File: config.mk
export PLATFORM = sky130hd
export DESIGN_NAME = single_wire_sensor_reader_unit
export DESIGN_NICKNAME = d
export VERILOG_FILES = /design/src/swsr_pkg.sv /design/src/swsr_cfg.sv /design/src/swsr_fsm.sv /design/src/single_wire_sensor_reader_unit.sv
export SDC_FILE = /design/constraint.sdc
export NUM_CORES = 1
export LEC_CHECK = 0
export ABC_AREA = 1
export BUFFER_PORTS_ARGS = -buffer_cell sky130_fd_sc_hd__buf_2
export CAP_MARGIN = 20
export CORE_ASPECT_RATIO = 0.5
export CORE_MARGIN = 1.5
export CORE_UTILIZATION = 40
export DETAILED_ROUTE_END_ITERATION = 10
export PLACE_DENSITY = 0.56
export SYNTH_ARGS = -nofsm -noshare
export SYNTH_HDL_FRONTEND = slang
export SYNTH_SLANG_ARGS = --single-unit
File: constraint.sdc
create_clock -name i_clk -period 6.75 [get_ports i_clk]
set_input_delay 0.675 -clock i_clk [delete_from_list [all_inputs] [get_ports i_clk]]
set_output_delay 0.675 -clock i_clk [all_outputs]
set_load 0.01 [all_outputs]
File: src/swsr_pkg.sv
`timescale 1ns / 1ps
// Shared types and constants for the single-wire sensor reader.
// Used by swsr_cfg, swsr_fsm and the top level single_wire_sensor_reader_unit.
package swsr_pkg;

    localparam int FRAME_BITS  = 40;
    localparam int BIT_CNT_W   = 6;
    localparam int START_LOW_W = 16;
    localparam int CFG_W       = 8;
    localparam int CFG_IDX_W   = 3;
    localparam int CFG_DATA_W  = 16;
    localparam int IN_TDATA_W  = 8;
    localparam int OUT_TDATA_W = 40;

    localparam logic [CFG_IDX_W-1:0] CFG_START_LOW    = 3'd0;
    localparam logic [CFG_IDX_W-1:0] CFG_RELEASE_HIGH = 3'd1;
    localparam logic [CFG_IDX_W-1:0] CFG_RESP_TMO     = 3'd2;
    localparam logic [CFG_IDX_W-1:0] CFG_BIT_LOW_TMO  = 3'd3;
    localparam logic [CFG_IDX_W-1:0] CFG_BIT_HIGH_TMO = 3'd4;
    localparam logic [CFG_IDX_W-1:0] CFG_ONE_THRESH   = 3'd5;

    localparam logic [START_LOW_W-1:0] RST_START_LOW    = 16'd10000;
    localparam logic [CFG_W-1:0]       RST_RELEASE_HIGH = 8'd15;
    localparam logic [CFG_W-1:0]       RST_RESP_TMO     = 8'd50;
    localparam logic [CFG_W-1:0]       RST_BIT_LOW_TMO  = 8'd35;
    localparam logic [CFG_W-1:0]       RST_BIT_HIGH_TMO = 8'd45;
    localparam logic [CFG_W-1:0]       RST_ONE_THRESH   = 8'd20;

    localparam logic [1:0] ST_OK       = 2'd0;
    localparam logic [1:0] ST_TIMEOUT  = 2'd1;
    localparam logic [1:0] ST_CHECKSUM = 2'd2;

    typedef enum logic [3:0] {
        PH_IDLE       = 4'd0,
        PH_START_LOW  = 4'd1,
        PH_START_HIGH = 4'd2,
        PH_RESP_LOW   = 4'd3,
        PH_RESP_HIGH  = 4'd4,
        PH_RESP_DATA  = 4'd5,
        PH_BIT_RISE   = 4'd6,
        PH_BIT_HIGH   = 4'd7
    } t_phase;

    typedef struct packed {
        logic [START_LOW_W-1:0] start_low;
        logic [CFG_W-1:0]       release_high;
        logic [CFG_W-1:0]       resp_tmo;
        logic [CFG_W-1:0]       bit_low_tmo;
        logic [CFG_W-1:0]       bit_high_tmo;
        logic [CFG_W-1:0]       one_thresh;
    } t_cfg;

    typedef struct packed {
        logic       drive_enable;
        logic       drive_value;
        logic       busy;
        logic       done;
        logic [1:0] status;
        logic [7:0] humidity_int;
        logic [7:0] humidity_frac;
        logic [7:0] temperature_int;
        logic [7:0] temperature_frac;
    } t_result;

endpackage

File: src/swsr_cfg.sv
`timescale 1ns / 1ps
// Configuration register bank: timing bounds and decode threshold.
// Depends on swsr_pkg for register indexes, reset values and t_cfg.
module swsr_cfg import swsr_pkg::*; (
    input  logic                  i_clk,
    input  logic                  i_rst_n,
    input  logic                  i_cfg_we,
    input  logic [CFG_IDX_W-1:0]  i_cfg_idx,
    input  logic [CFG_DATA_W-1:0] i_cfg_wdata,
    output t_cfg                  o_cfg
);

    t_cfg r_cfg;

    always_ff @(posedge i_clk) begin
        if (!i_rst_n) begin
            r_cfg.start_low    <= RST_START_LOW;
            r_cfg.release_high <= RST_RELEASE_HIGH;
            r_cfg.resp_tmo     <= RST_RESP_TMO;
            r_cfg.bit_low_tmo  <= RST_BIT_LOW_TMO;
            r_cfg.bit_high_tmo <= RST_BIT_HIGH_TMO;
            r_cfg.one_thresh   <= RST_ONE_THRESH;
        end else if (i_cfg_we) begin
            case (i_cfg_idx)
                CFG_START_LOW:    r_cfg.start_low    <= i_cfg_wdata;
                CFG_RELEASE_HIGH: r_cfg.release_high <= i_cfg_wdata[CFG_W-1:0];
                CFG_RESP_TMO:     r_cfg.resp_tmo     <= i_cfg_wdata[CFG_W-1:0];
                CFG_BIT_LOW_TMO:  r_cfg.bit_low_tmo  <= i_cfg_wdata[CFG_W-1:0];
                CFG_BIT_HIGH_TMO: r_cfg.bit_high_tmo <= i_cfg_wdata[CFG_W-1:0];
                CFG_ONE_THRESH:   r_cfg.one_thresh   <= i_cfg_wdata[CFG_W-1:0];
                default: begin
                end
            endcase
        end
    end

    assign o_cfg = r_cfg;

endmodule

File: src/swsr_fsm.sv
`timescale 1ns / 1ps
// Read protocol sequencer: start pulse, response waits, bit timing and frame check.
// Depends on swsr_pkg for t_phase, t_cfg, t_result and status codes.
module swsr_fsm import swsr_pkg::*; #(
    parameter int COUNT_WIDTH = 16
) (
    input  logic    i_clk,
    input  logic    i_rst_n,
    input  logic    i_step,
    input  logic    i_req,
    input  logic    i_line,
    input  t_cfg    i_cfg,
    output t_result o_res
);

    localparam int LW = (COUNT_WIDTH > START_LOW_W) ? COUNT_WIDTH : START_LOW_W;
    localparam logic [COUNT_WIDTH-1:0] CMAX = '1;
    localparam logic [COUNT_WIDTH-1:0] ONE  = COUNT_WIDTH'(1);

    t_phase                 r_phase, n_phase;
    logic [COUNT_WIDTH-1:0] r_tick,  n_tick;
    logic [BIT_CNT_W-1:0]   r_bits,  n_bits;
    logic [FRAME_BITS-1:0]  r_frame, n_frame;

    logic [LW-1:0]          w_tick_x;
    logic [LW-1:0]          w_cmax_x;
    logic [LW-1:0]          w_start_len;
    logic [LW-1:0]          w_release_len;
    logic [COUNT_WIDTH-1:0] w_tick_sat;
    logic                   w_is_wait;
    logic                   w_want;
    logic [CFG_W-1:0]       w_bound;
    logic                   w_hit;
    logic                   w_tmo;
    logic                   w_bit_val;
    logic [FRAME_BITS-1:0]  w_frame_new;
    logic [BIT_CNT_W-1:0]   w_bits_new;
    logic                   w_last;
    logic [7:0]             w_sum;

    assign w_tick_x      = LW'(r_tick);
    assign w_cmax_x      = LW'(CMAX);
    assign w_start_len   = (LW'(i_cfg.start_low) > w_cmax_x) ? w_cmax_x
                                                             : LW'(i_cfg.start_low);
    assign w_release_len = (LW'(i_cfg.release_high) > w_cmax_x) ? w_cmax_x
                                                                : LW'(i_cfg.release_high);
    assign w_tick_sat    = (r_tick == CMAX) ? r_tick : r_tick + ONE;

    always_comb begin
        w_is_wait = 1'b1;
        w_want    = 1'b0;
        w_bound   = i_cfg.resp_tmo;
        unique case (r_phase)
            PH_RESP_LOW:  w_want = 1'b0;
            PH_RESP_HIGH: w_want = 1'b1;
            PH_RESP_DATA: w_want = 1'b0;
            PH_BIT_RISE: begin
                w_want  = 1'b1;
                w_bound = i_cfg.bit_low_tmo;
            end
            PH_BIT_HIGH: begin
                w_want  = 1'b0;
                w_bound = i_cfg.bit_high_tmo;
            end
            default: w_is_wait = 1'b0;
        endcase
    end

    assign w_hit       = (i_line == w_want);
    assign w_tmo       = !w_hit && (w_tick_x >= LW'(w_bound));
    assign w_bit_val   = (w_tick_x > LW'(i_cfg.one_thresh));
    assign w_frame_new = {r_frame[FRAME_BITS-2:0], w_bit_val};
    assign w_bits_new  = r_bits + BIT_CNT_W'(1);
    assign w_last      = (w_bits_new >= BIT_CNT_W'(FRAME_BITS));
    assign w_sum       = w_frame_new[39:32] + w_frame_new[31:24]
                       + w_frame_new[23:16] + w_frame_new[15:8];

    // Next state
    always_comb begin
        n_phase = r_phase;
        n_tick  = r_tick;
        n_bits  = r_bits;
        n_frame = r_frame;
        unique case (r_phase)
            PH_START_LOW: begin
                if (w_tick_x >= w_start_len) begin
                    n_phase = PH_START_HIGH;
                    n_tick  = ONE;
                end else begin
                    n_tick = w_tick_sat;
                end
            end
            PH_START_HIGH: begin
                if (w_tick_x >= w_release_len) begin
                    n_phase = PH_RESP_LOW;
                    n_tick  = '0;
                end else begin
                    n_tick = w_tick_sat;
                end
            end
            PH_RESP_LOW, PH_RESP_HIGH, PH_RESP_DATA, PH_BIT_RISE: begin
                if (w_hit) begin
                    n_tick = '0;
                    unique case (r_phase)
                        PH_RESP_LOW:  n_phase = PH_RESP_HIGH;
                        PH_RESP_HIGH: n_phase = PH_RESP_DATA;
                        PH_RESP_DATA: n_phase = PH_BIT_RISE;
                        default:      n_phase = PH_BIT_HIGH;
                    endcase
                end else if (w_tmo) begin
                    n_phase = PH_IDLE;
                    n_tick  = '0;
                end else begin
                    n_tick = w_tick_sat;
                end
            end
            PH_BIT_HIGH: begin
                if (w_hit) begin
                    n_frame = w_frame_new;
                    n_bits  = w_bits_new;
                    n_tick  = '0;
                    n_phase = w_last ? PH_IDLE : PH_BIT_RISE;
                end else if (w_tmo) begin
                    n_phase = PH_IDLE;
                    n_tick  = '0;
                end else begin
                    n_tick = w_tick_sat;
                end
            end
            default: begin
                if (i_req) begin
                    n_phase = PH_START_LOW;
                    n_tick  = ONE;
                    n_bits  = '0;
                    n_frame = '0;
                end else begin
                    n_phase = PH_IDLE;
                end
            end
        endcase
    end

    // Outputs
    always_comb begin
        logic w_emit;
        w_emit             = (r_phase == PH_BIT_HIGH) && w_hit && w_last;
        o_res              = '0;
        o_res.drive_enable = (n_phase == PH_START_LOW) || (n_phase == PH_START_HIGH);
        o_res.drive_value  = (n_phase == PH_START_HIGH);
        o_res.busy         = (n_phase != PH_IDLE);
        if (w_is_wait && w_tmo) begin
            o_res.done   = 1'b1;
            o_res.status = ST_TIMEOUT;
        end else if (w_emit) begin
            o_res.done             = 1'b1;
            o_res.status           = (w_sum == w_frame_new[7:0]) ? ST_OK : ST_CHECKSUM;
            o_res.humidity_int     = w_frame_new[39:32];
            o_res.humidity_frac    = w_frame_new[31:24];
            o_res.temperature_int  = w_frame_new[23:16];
            o_res.temperature_frac = w_frame_new[15:8];
        end
    end

    always_ff @(posedge i_clk) begin
        if (!i_rst_n) begin
            r_phase <= PH_IDLE;
            r_tick  <= '0;
            r_bits  <= '0;
            r_frame <= '0;
        end else if (i_step) begin
            r_phase <= n_phase;
            r_tick  <= n_tick;
            r_bits  <= n_bits;
            r_frame <= n_frame;
        end
    end

endmodule

File: src/single_wire_sensor_reader_unit.sv
`timescale 1ns / 1ps
// Top level of the single-wire sensor reader: input register, sequencer, result register.
// Depends on swsr_pkg, swsr_cfg and swsr_fsm.
//
//  channel | dir | width | contents
//  s_axis  | in  | 8     | tick word: start_request, line_level
//  m_axis  | out | 40    | result word: drive, busy, done, status, four data bytes
//  cfg     | in  | 3+16  | register index, write data
//
// One tick word enters per cycle while the result side does not stall; its result leaves
// through the input register, then a sequencer step into the result register.
// Every accepted tick word yields exactly one result word.
// Reset is synchronous and active low; it clears the sequencer and restores register defaults.
// A stall on the result side backs up through the input register into o_s_tready.
module single_wire_sensor_reader_unit import swsr_pkg::*; #(
    parameter int COUNT_WIDTH = 16
) (
    input  logic                   i_clk,
    input  logic                   i_rst_n,
    input  logic                   i_s_tvalid,
    output logic                   o_s_tready,
    input  logic [IN_TDATA_W-1:0]  i_s_tdata,   // [0] start_request, [1] line_level
    output logic                   o_m_tvalid,
    input  logic                   i_m_tready,
    output logic [OUT_TDATA_W-1:0] o_m_tdata,   // [0] drive_enable, [1] drive_value,
                                                // [2] busy_res, [3] done_res, [5:4] status,
                                                // [13:6] humidity_int, [21:14] humidity_frac,
                                                // [29:22] temperature_int,
                                                // [37:30] temperature_frac
    input  logic                   i_cfg_we,
    input  logic [CFG_IDX_W-1:0]   i_cfg_idx,
    input  logic [CFG_DATA_W-1:0]  i_cfg_wdata
);

    logic    r_in_valid;
    logic    r_in_req;
    logic    r_in_line;
    logic    r_out_valid;
    t_result r_out;
    logic    w_adv;
    t_cfg    w_cfg;
    t_result w_res;

    assign w_adv      = r_in_valid && (!r_out_valid || i_m_tready);
    assign o_s_tready = !r_in_valid || w_adv;

    swsr_cfg u_cfg (
        .i_clk       (i_clk),
        .i_rst_n     (i_rst_n),
        .i_cfg_we    (i_cfg_we),
        .i_cfg_idx   (i_cfg_idx),
        .i_cfg_wdata (i_cfg_wdata),
        .o_cfg       (w_cfg)
    );

    swsr_fsm #(
        .COUNT_WIDTH (COUNT_WIDTH)
    ) u_fsm (
        .i_clk   (i_clk),
        .i_rst_n (i_rst_n),
        .i_step  (w_adv),
        .i_req   (r_in_req),
        .i_line  (r_in_line),
        .i_cfg   (w_cfg),
        .o_res   (w_res)
    );

    always_ff @(posedge i_clk) begin
        if (!i_rst_n) begin
            r_in_valid <= 1'b0;
        end else if (o_s_tready) begin
            r_in_valid <= i_s_tvalid;
        end
    end

    always_ff @(posedge i_clk) begin
        if (o_s_tready && i_s_tvalid) begin
            r_in_req  <= i_s_tdata[0];
            r_in_line <= i_s_tdata[1];
        end
    end

    always_ff @(posedge i_clk) begin
        if (!i_rst_n) begin
            r_out_valid <= 1'b0;
        end else if (w_adv) begin
            r_out_valid <= 1'b1;
        end else if (i_m_tready) begin
            r_out_valid <= 1'b0;
        end
    end

    always_ff @(posedge i_clk) begin
        if (w_adv) begin
            r_out <= w_res;
        end
    end

    assign o_m_tvalid = r_out_valid;
    assign o_m_tdata  = {2'b00, r_out.temperature_frac, r_out.temperature_int,
                         r_out.humidity_frac, r_out.humidity_int, r_out.status,
                         r_out.done, r_out.busy, r_out.drive_value, r_out.drive_enable};

    a_done_not_busy: assert property (@(posedge i_clk) disable iff (!i_rst_n)
        (r_out_valid && r_out.done) |-> !r_out.busy)
        else $error("finished read still reported busy");

    a_status_needs_done: assert property (@(posedge i_clk) disable iff (!i_rst_n)
        (r_out_valid && !r_out.done) |-> (r_out.status == ST_OK))
        else $error("nonzero status without done");

    a_stall_backs_up: assert property (@(posedge i_clk) disable iff (!i_rst_n)
        (r_in_valid && r_out_valid && !i_m_tready) |-> !o_s_tready)
        else $error("input accepted while both stages are full and stalled");

    a_result_follows_step: assert property (@(posedge i_clk) disable iff (!i_rst_n)
        w_adv |=> r_out_valid)
        else $error("sequencer step produced no result word");

endmodule
* Word level (Yosys, flattened, before mapping)
Index checks and enable logic that the tools add are counted.
** Operators by class
- Add/subtract/negate cells :: 5
- Magnitude comparators :: 7
- Equality and inequality tests :: 18
- Multiplexer cells :: 31
- Bitwise gates (word level) :: 2
- Reduce and logical (&&, ||, !) cells :: 30
** Operator list (count)
- 16-bit 2-to-1 mux :: 8
- 39-bit 2-to-1 mux :: 2
- 39-bit case mux with 2 select lines :: 1
- 16-bit case mux with 3 select lines :: 1
- 35-bit 2-to-1 mux :: 1
- 16-bit greater-or-equal comparator :: 2
- 8-bit adder :: 3
- 4-bit 2-to-1 mux :: 5
- 16-bit by 1-bit adder with 16-bit output (second input constant) :: 1
- 16-bit == test (second input constant) :: 1
- 4-bit by 3-bit == test with 1-bit output (second input constant) :: 4
- 16-bit by 8-bit greater-or-equal comparator with 1-bit output :: 1
- 16-bit > comparator (second input constant) :: 1
- 16-bit by 8-bit > comparator with 1-bit output :: 1
- 8-bit by 16-bit > comparator with 1-bit output (second input constant) :: 1
- 4-bit case mux with 4 select lines :: 1
- 8-bit case mux with 2 select lines :: 1
- 2-bit AND reduction :: 7
- 4-bit by 2-bit == test with 1-bit output (second input constant) :: 3
- 6-bit 2-to-1 mux :: 2
- 6-bit case mux with 2 select lines :: 1
- 4-bit by 1-bit == test with 1-bit output (second input constant) :: 2
- 8-bit == test :: 1
- 4-bit nonzero test :: 2
- other kinds (22) :: 40
** Word-level totals
- Register bits :: 163
- Input bits :: 32
- Output and inout bits :: 42
- Logic and storage cells :: 117

* Logic depth before layout (Yosys ltp)
- Word-level depth :: 11
- Depth in mapped cells :: 21
- Gate-level depth less buffers :: 21

* Cells and area by module
A second synthesis with hierarchy kept.
** Second synthesis, totals
- Cells, all modules :: 1153
- Area total of the unflattened synthesis :: 8754.6 um^2
** Modules (own cells, without submodules)
- swsr_fsm :: times used 1, cells an instance 785, area each 5261.3 um^2, sequential area each 1301.2 um^2
- swsr_cfg :: times used 1, cells an instance 312, area each 2178.3 um^2, sequential area each 1121.1 um^2
- single_wire_sensor_reader_unit :: times used 1, cells an instance 56, area each 1315.0 um^2, sequential area each 1241.2 um^2

* Least setup slack after synthesis
No wires, ideal clock.
- Path kind :: flip-flop to flip-flop
- Start :: reg u_fsm.r_frame[8]
- End :: reg r_out (netlist bit o_m_tdata[5]), data pin
- Library setup time :: 0.261 ns
- Arrival time :: 2.644 ns
- Data required time :: 6.489 ns
- Path slack :: 3.845 ns
- Stages on the path, launching flop included :: 17
- Path buffers :: 0
- Period minus slack after synthesis :: 2.905 ns
- Cell sequence :: dfxtp_1 -> fa_1 -> fa_1 -> ha_1 -> inv_1 -> fa_1 -> inv_1 -> nand3_1 -> nand2_1 -> nand2_1 -> nand2_1 -> or2_2 -> nand3_1 -> nor2_1 -> nand3_1 -> nor2_1 -> nor2_1
** On the way
- Word-level cells in the longest chain between the ends :: 3
** RTL lines
- start, declared :: line swsr_fsm.sv:23 : logic [FRAME_BITS-1:0] r_frame, n_frame;
- start signal, assigned :: line swsr_fsm.sv:174 : r_frame <= n_frame;
- 8-bit adder :: line swsr_fsm.sv:76 : + w_frame_new[23:16] + w_frame_new[15:8];
- 8-bit == test :: line swsr_fsm.sv:156 : o_res.status = (w_sum == w_frame_new[7:0]) ? ST_OK : ST_CHECKSUM;
- 2-bit 2-to-1 mux :: line swsr_fsm.sv:156
- end signal, assigned :: line single_wire_sensor_reader_unit.sv:95 : r_out <= w_res;
- end, declared :: line single_wire_sensor_reader_unit.sv:39 : t_result r_out;
Every way passes these cells.
A chain may end at the register's enable or synchronous reset.

* Worst setup path after layout
- Start :: reg u_fsm.r_frame[16]
- End :: reg r_out (netlist bit o_m_tdata[5]), data pin
** On the way
- Word-level cells in the longest chain between the ends :: 4
** RTL lines (line)
- 8-bit adder (2 in series) :: swsr_fsm.sv:76
- 8-bit == test :: swsr_fsm.sv:156
- 2-bit 2-to-1 mux :: swsr_fsm.sv:156
Every way passes these cells.

==> metrics.md <==
| Metric | Value |
|---|---|
| H-tree levels | 4 |
| Final hold viol count | 0 |
| Max IR drop VDD | 0.133 mV |
| Place WS | 3.45 ns |
| Post-route ant nets | 0 |
| Synth-to-layout area growth | 13.9% |
| Hold Path Origin | i_s_tdata[0] |
| Hold Path Class | in2reg |
| Gr usage total | 18.7% |
| Critical path's slowest cell | fa_1 |
| Clk Latency, worst-skew pair | 0.44 ns |
| Hold-fix buffers at CTS | 0 |
| Synth top area share | 29.3% |
| Reg2Reg Depth | 16 |
| Setup CP Type | reg2reg |
| Internal Power | 1.64 mW |
| DIE HEIGHT | 105 um |
| CTS tree | yes |
| Combinational Power Share | 6.5% |
| Yosys cell types | 39 |
| Pwr/cell area | 227 nW/um^2 |
| P_sw | 527 uW |
| Fmax | 303 MHz |
| FF-to-FF setup slack | 3.45 ns |
| Reg2reg end | o_m_tdata[5] |
| Core area | 20600 um^2 |
| Max-cap violations | 0 |
| Post-synth top cells | nand2_1 (265), inv_1 (153), dfxtp_1 (123) |
| CP cell instances | fa_1 -> fa_1 -> ha_1 -> inv_1 -> fa_1 -> inv_1 -> nand3_1 -> nand2_1 -> nand2_1 -> nand2_1 -> or2_2 -> nand3_1 -> nor2_1 -> nand3_1 -> nor2_1 -> nor2_1 |
| Syn. warnings | 0 |
| Clock Skew | 0.00824 ns |
| Most frequent cell after synthesis | nand2_1 |
| Period utilization | 48.9% |
| Clock sinks | 163 |
| CP Max Fanout | 4 |
| Sequential area share after synthesis | 43.6% |
| Reg clk slew, reported paths | 0.07 ns |
| Detailed Route WL | 19200 um |
| Hold WS | 0.413 ns |
| CP Data Arrival Time | 3.48 ns |
| Vias in the first global route | 6457 |
| RSZ-0062 raised after global routing | false |
| CP Capture Type | register |
| Post-layout nets | 1244 |
| Die Footprint | 21900 um^2 |
| Pin count of the biggest net entering global routing | 67 |
| Clock network fraction of total power | 45.6% |
| DR iter-0 viols | 368 |
| Wire length of the first global-routing pass | 32300 um |
| Worst setup path startpoint | u_fsm.r_frame[16] |
| Floorplan row count | 37 |
| Longest Clk Path Bufs | 2 |
| Final setup viols | 0 |
| TNS Setup | 0 ns |
| EDFF count, synth | 40 |
| Routability cong. | 0.802 |
| Starting density of the core | 40.9% |
| Slew headroom | 31.8% |
| Critical Path Sink | o_m_tdata[5] |
| Post_cts resized | 0 |
| Synth area leader | dfxtp_1 |
| Remaining global-route overflow | 0 |
| Antenna violations before repair | 0 |
| Ys async rst share | 0% |
| Synthesized area | 8400 um^2 |
| Vias/cell | 4.81 |
| Inserted Diodes | 0 |
| Synth Instances | 1088 |
| Reg2Reg Launch Point | u_fsm.r_frame[16] |
| Static leakage | 4.18 nW |
| Syn_area_per_cell | 7.72 um^2 |
| Sw frac | 24.3% |
| Post-layout min period | 3.30 ns |
| Avg WL per Cell | 13.4 um |
| Critical path data required time | 6.93 ns |
| Crit path launch type | register |
| Slowest cell delay on critical path | 0.53 ns |
| Post-CTS Setup Repair Bufs | 0 |
| Synth Flop Type | dfxtp_1 |
| Inserted Clock Buffers | 17 |
| Die X | 208 um |
| DRT Pass-1 Iters | 5 |
| Post-layout utilization of the core | 46.5% |
| Dpl hpwl | 13800 um |
| Fin worst setup slack | 3.45 ns |
| DRC | 0 |
| Detailed-route via count | 6893 |
| Port Buffer Count | 65 |
| Fraction of layout cells with a size suffix above 1 | 10.3% |
| Synth top area cells | dfxtp_1 (29%), edfxtp_1 (14%), nand2_1 (12%), ha_1 (7.4%), inv_1 (6.8%) |
| IO Pins | 74 |
| Slew at the pin closest to its max-slew limit | 1.02 ns |
| Seq pwr share | 47.9% |
| Clock tree root buffer cell | clkbuf_16 |
| Register bit total from synthesis | 163 |
| Outcome | complete, no violations |
| Max-slew violations | 0 |
## worst min-delay path by stage
stage / endpoint / depth (start not counted)
2_1_floorplan: u_cfg.o_cfg[17] / 2
3_3_place_gp: u_cfg.o_cfg[28] / 2
3_5_place_dp: u_cfg.o_cfg[28] / 2
4_1_cts: r_in_req / 1
5_1_grt: r_in_line / 1
6_report: r_in_req / 1
## power groups by stage
stage / clock, mW / sequential, mW / combinational (mW)
4_1_cts: 1.01 / 1.04 / 0.142
2_1_floorplan: 0 / 1.06 / 0.0865
3_3_place_gp: 0 / 1.06 / 0.138
3_5_place_dp: 0 / 1.06 / 0.141
5_1_grt: 1.06 / 1.04 / 0.160
6_report: 0.989 / 1.04 / 0.140
## sequential cells by signal (all words and copies together), names as in the netlist
name / cells
o_m_tvalid: 1
o_m_tdata: 38
r_in_valid: 1
u_cfg.o_cfg: 56
u_fsm.r_bits: 6
r_in_req: 1
u_fsm.r_phase: 4
r_in_line: 1
u_fsm.r_frame: 39
u_fsm.r_tick: 16
## per-stage QoR
step,instances,instance area (um^2),power (mW)
final,1434,9560,2.17
after detailed placement,1402,8960,1.20
after global routing,1434,9560,2.26
after global placement,1402,8960,1.20
after CTS,1434,9560,2.19
after floorplan,1089,8400,1.15
## cell families after synthesis
kind of cell | count (synthesis) | synth area share (%)
AO/OA/AOI/OAI | 187 | 12.2
XOR/XNOR | 6 | 0.626
adder cells (fa/ha/maj) | 64 | 10.8
multiplexers | 1 | 0.119
other | 1 | 0.0446
flip-flops | 163 | 43.6
AND/OR/NAND/NOR | 479 | 23.9
buffers and inverters | 187 | 8.73
## critical path: cells and delay by family, from the launching register on
kind	cells	cell delay (ns)
adders and majority gates	4	1.57
buffers and inverters	2	0.14
DFF	1	0.45
and+or+nand+nor	10	0.88
## final cells by class
| type | instances | area (um^2) |
|---|---|---|
| multi-input cells | 739 | 4010 |
| clock buffers | 18 | 450 |
| flip-flops and latches | 163 | 3660 |
| inverters | 157 | 589 |
| repair buffers | 70 | 363 |
| fillers | 2076 | 11000 |
| well taps | 273 | 342 |
| clock inverters | 14 | 149 |
## metal layers
layer  part of all wire (%)  up-vias  track usage (%)
met4                    1.3        0             5.68
li1                       -     3636                -
met3                    2.8       20             4.41
met5                      0        -                0
met1                     52     3147             24.9
met2                     44       90             30.2
## cell usage in the layout (no fill, tap or decap), types with 3 or more instances in the layout
master     count
a211oi_1       3
a21o_1         4
a21oi_1      104
a22o_1         5
buf_2         65
buf_4          5
clkbuf_16     18
clkinv_2       3
dfxtp_1      123
edfxtp_1      40
fa_1          14
ha_1          50
inv_1        152
inv_2          3
inv_6          4
nand2_1      265
nand3_1       50
nand3b_1       8
nand4_1       15
nor2_1       122
nor2_2         6
nor3_1         4
o211ai_1      13
o21ai_0       49
o21ai_1        3
xnor2_1        5
Note: power is estimated with default switching activity, not from simulation.
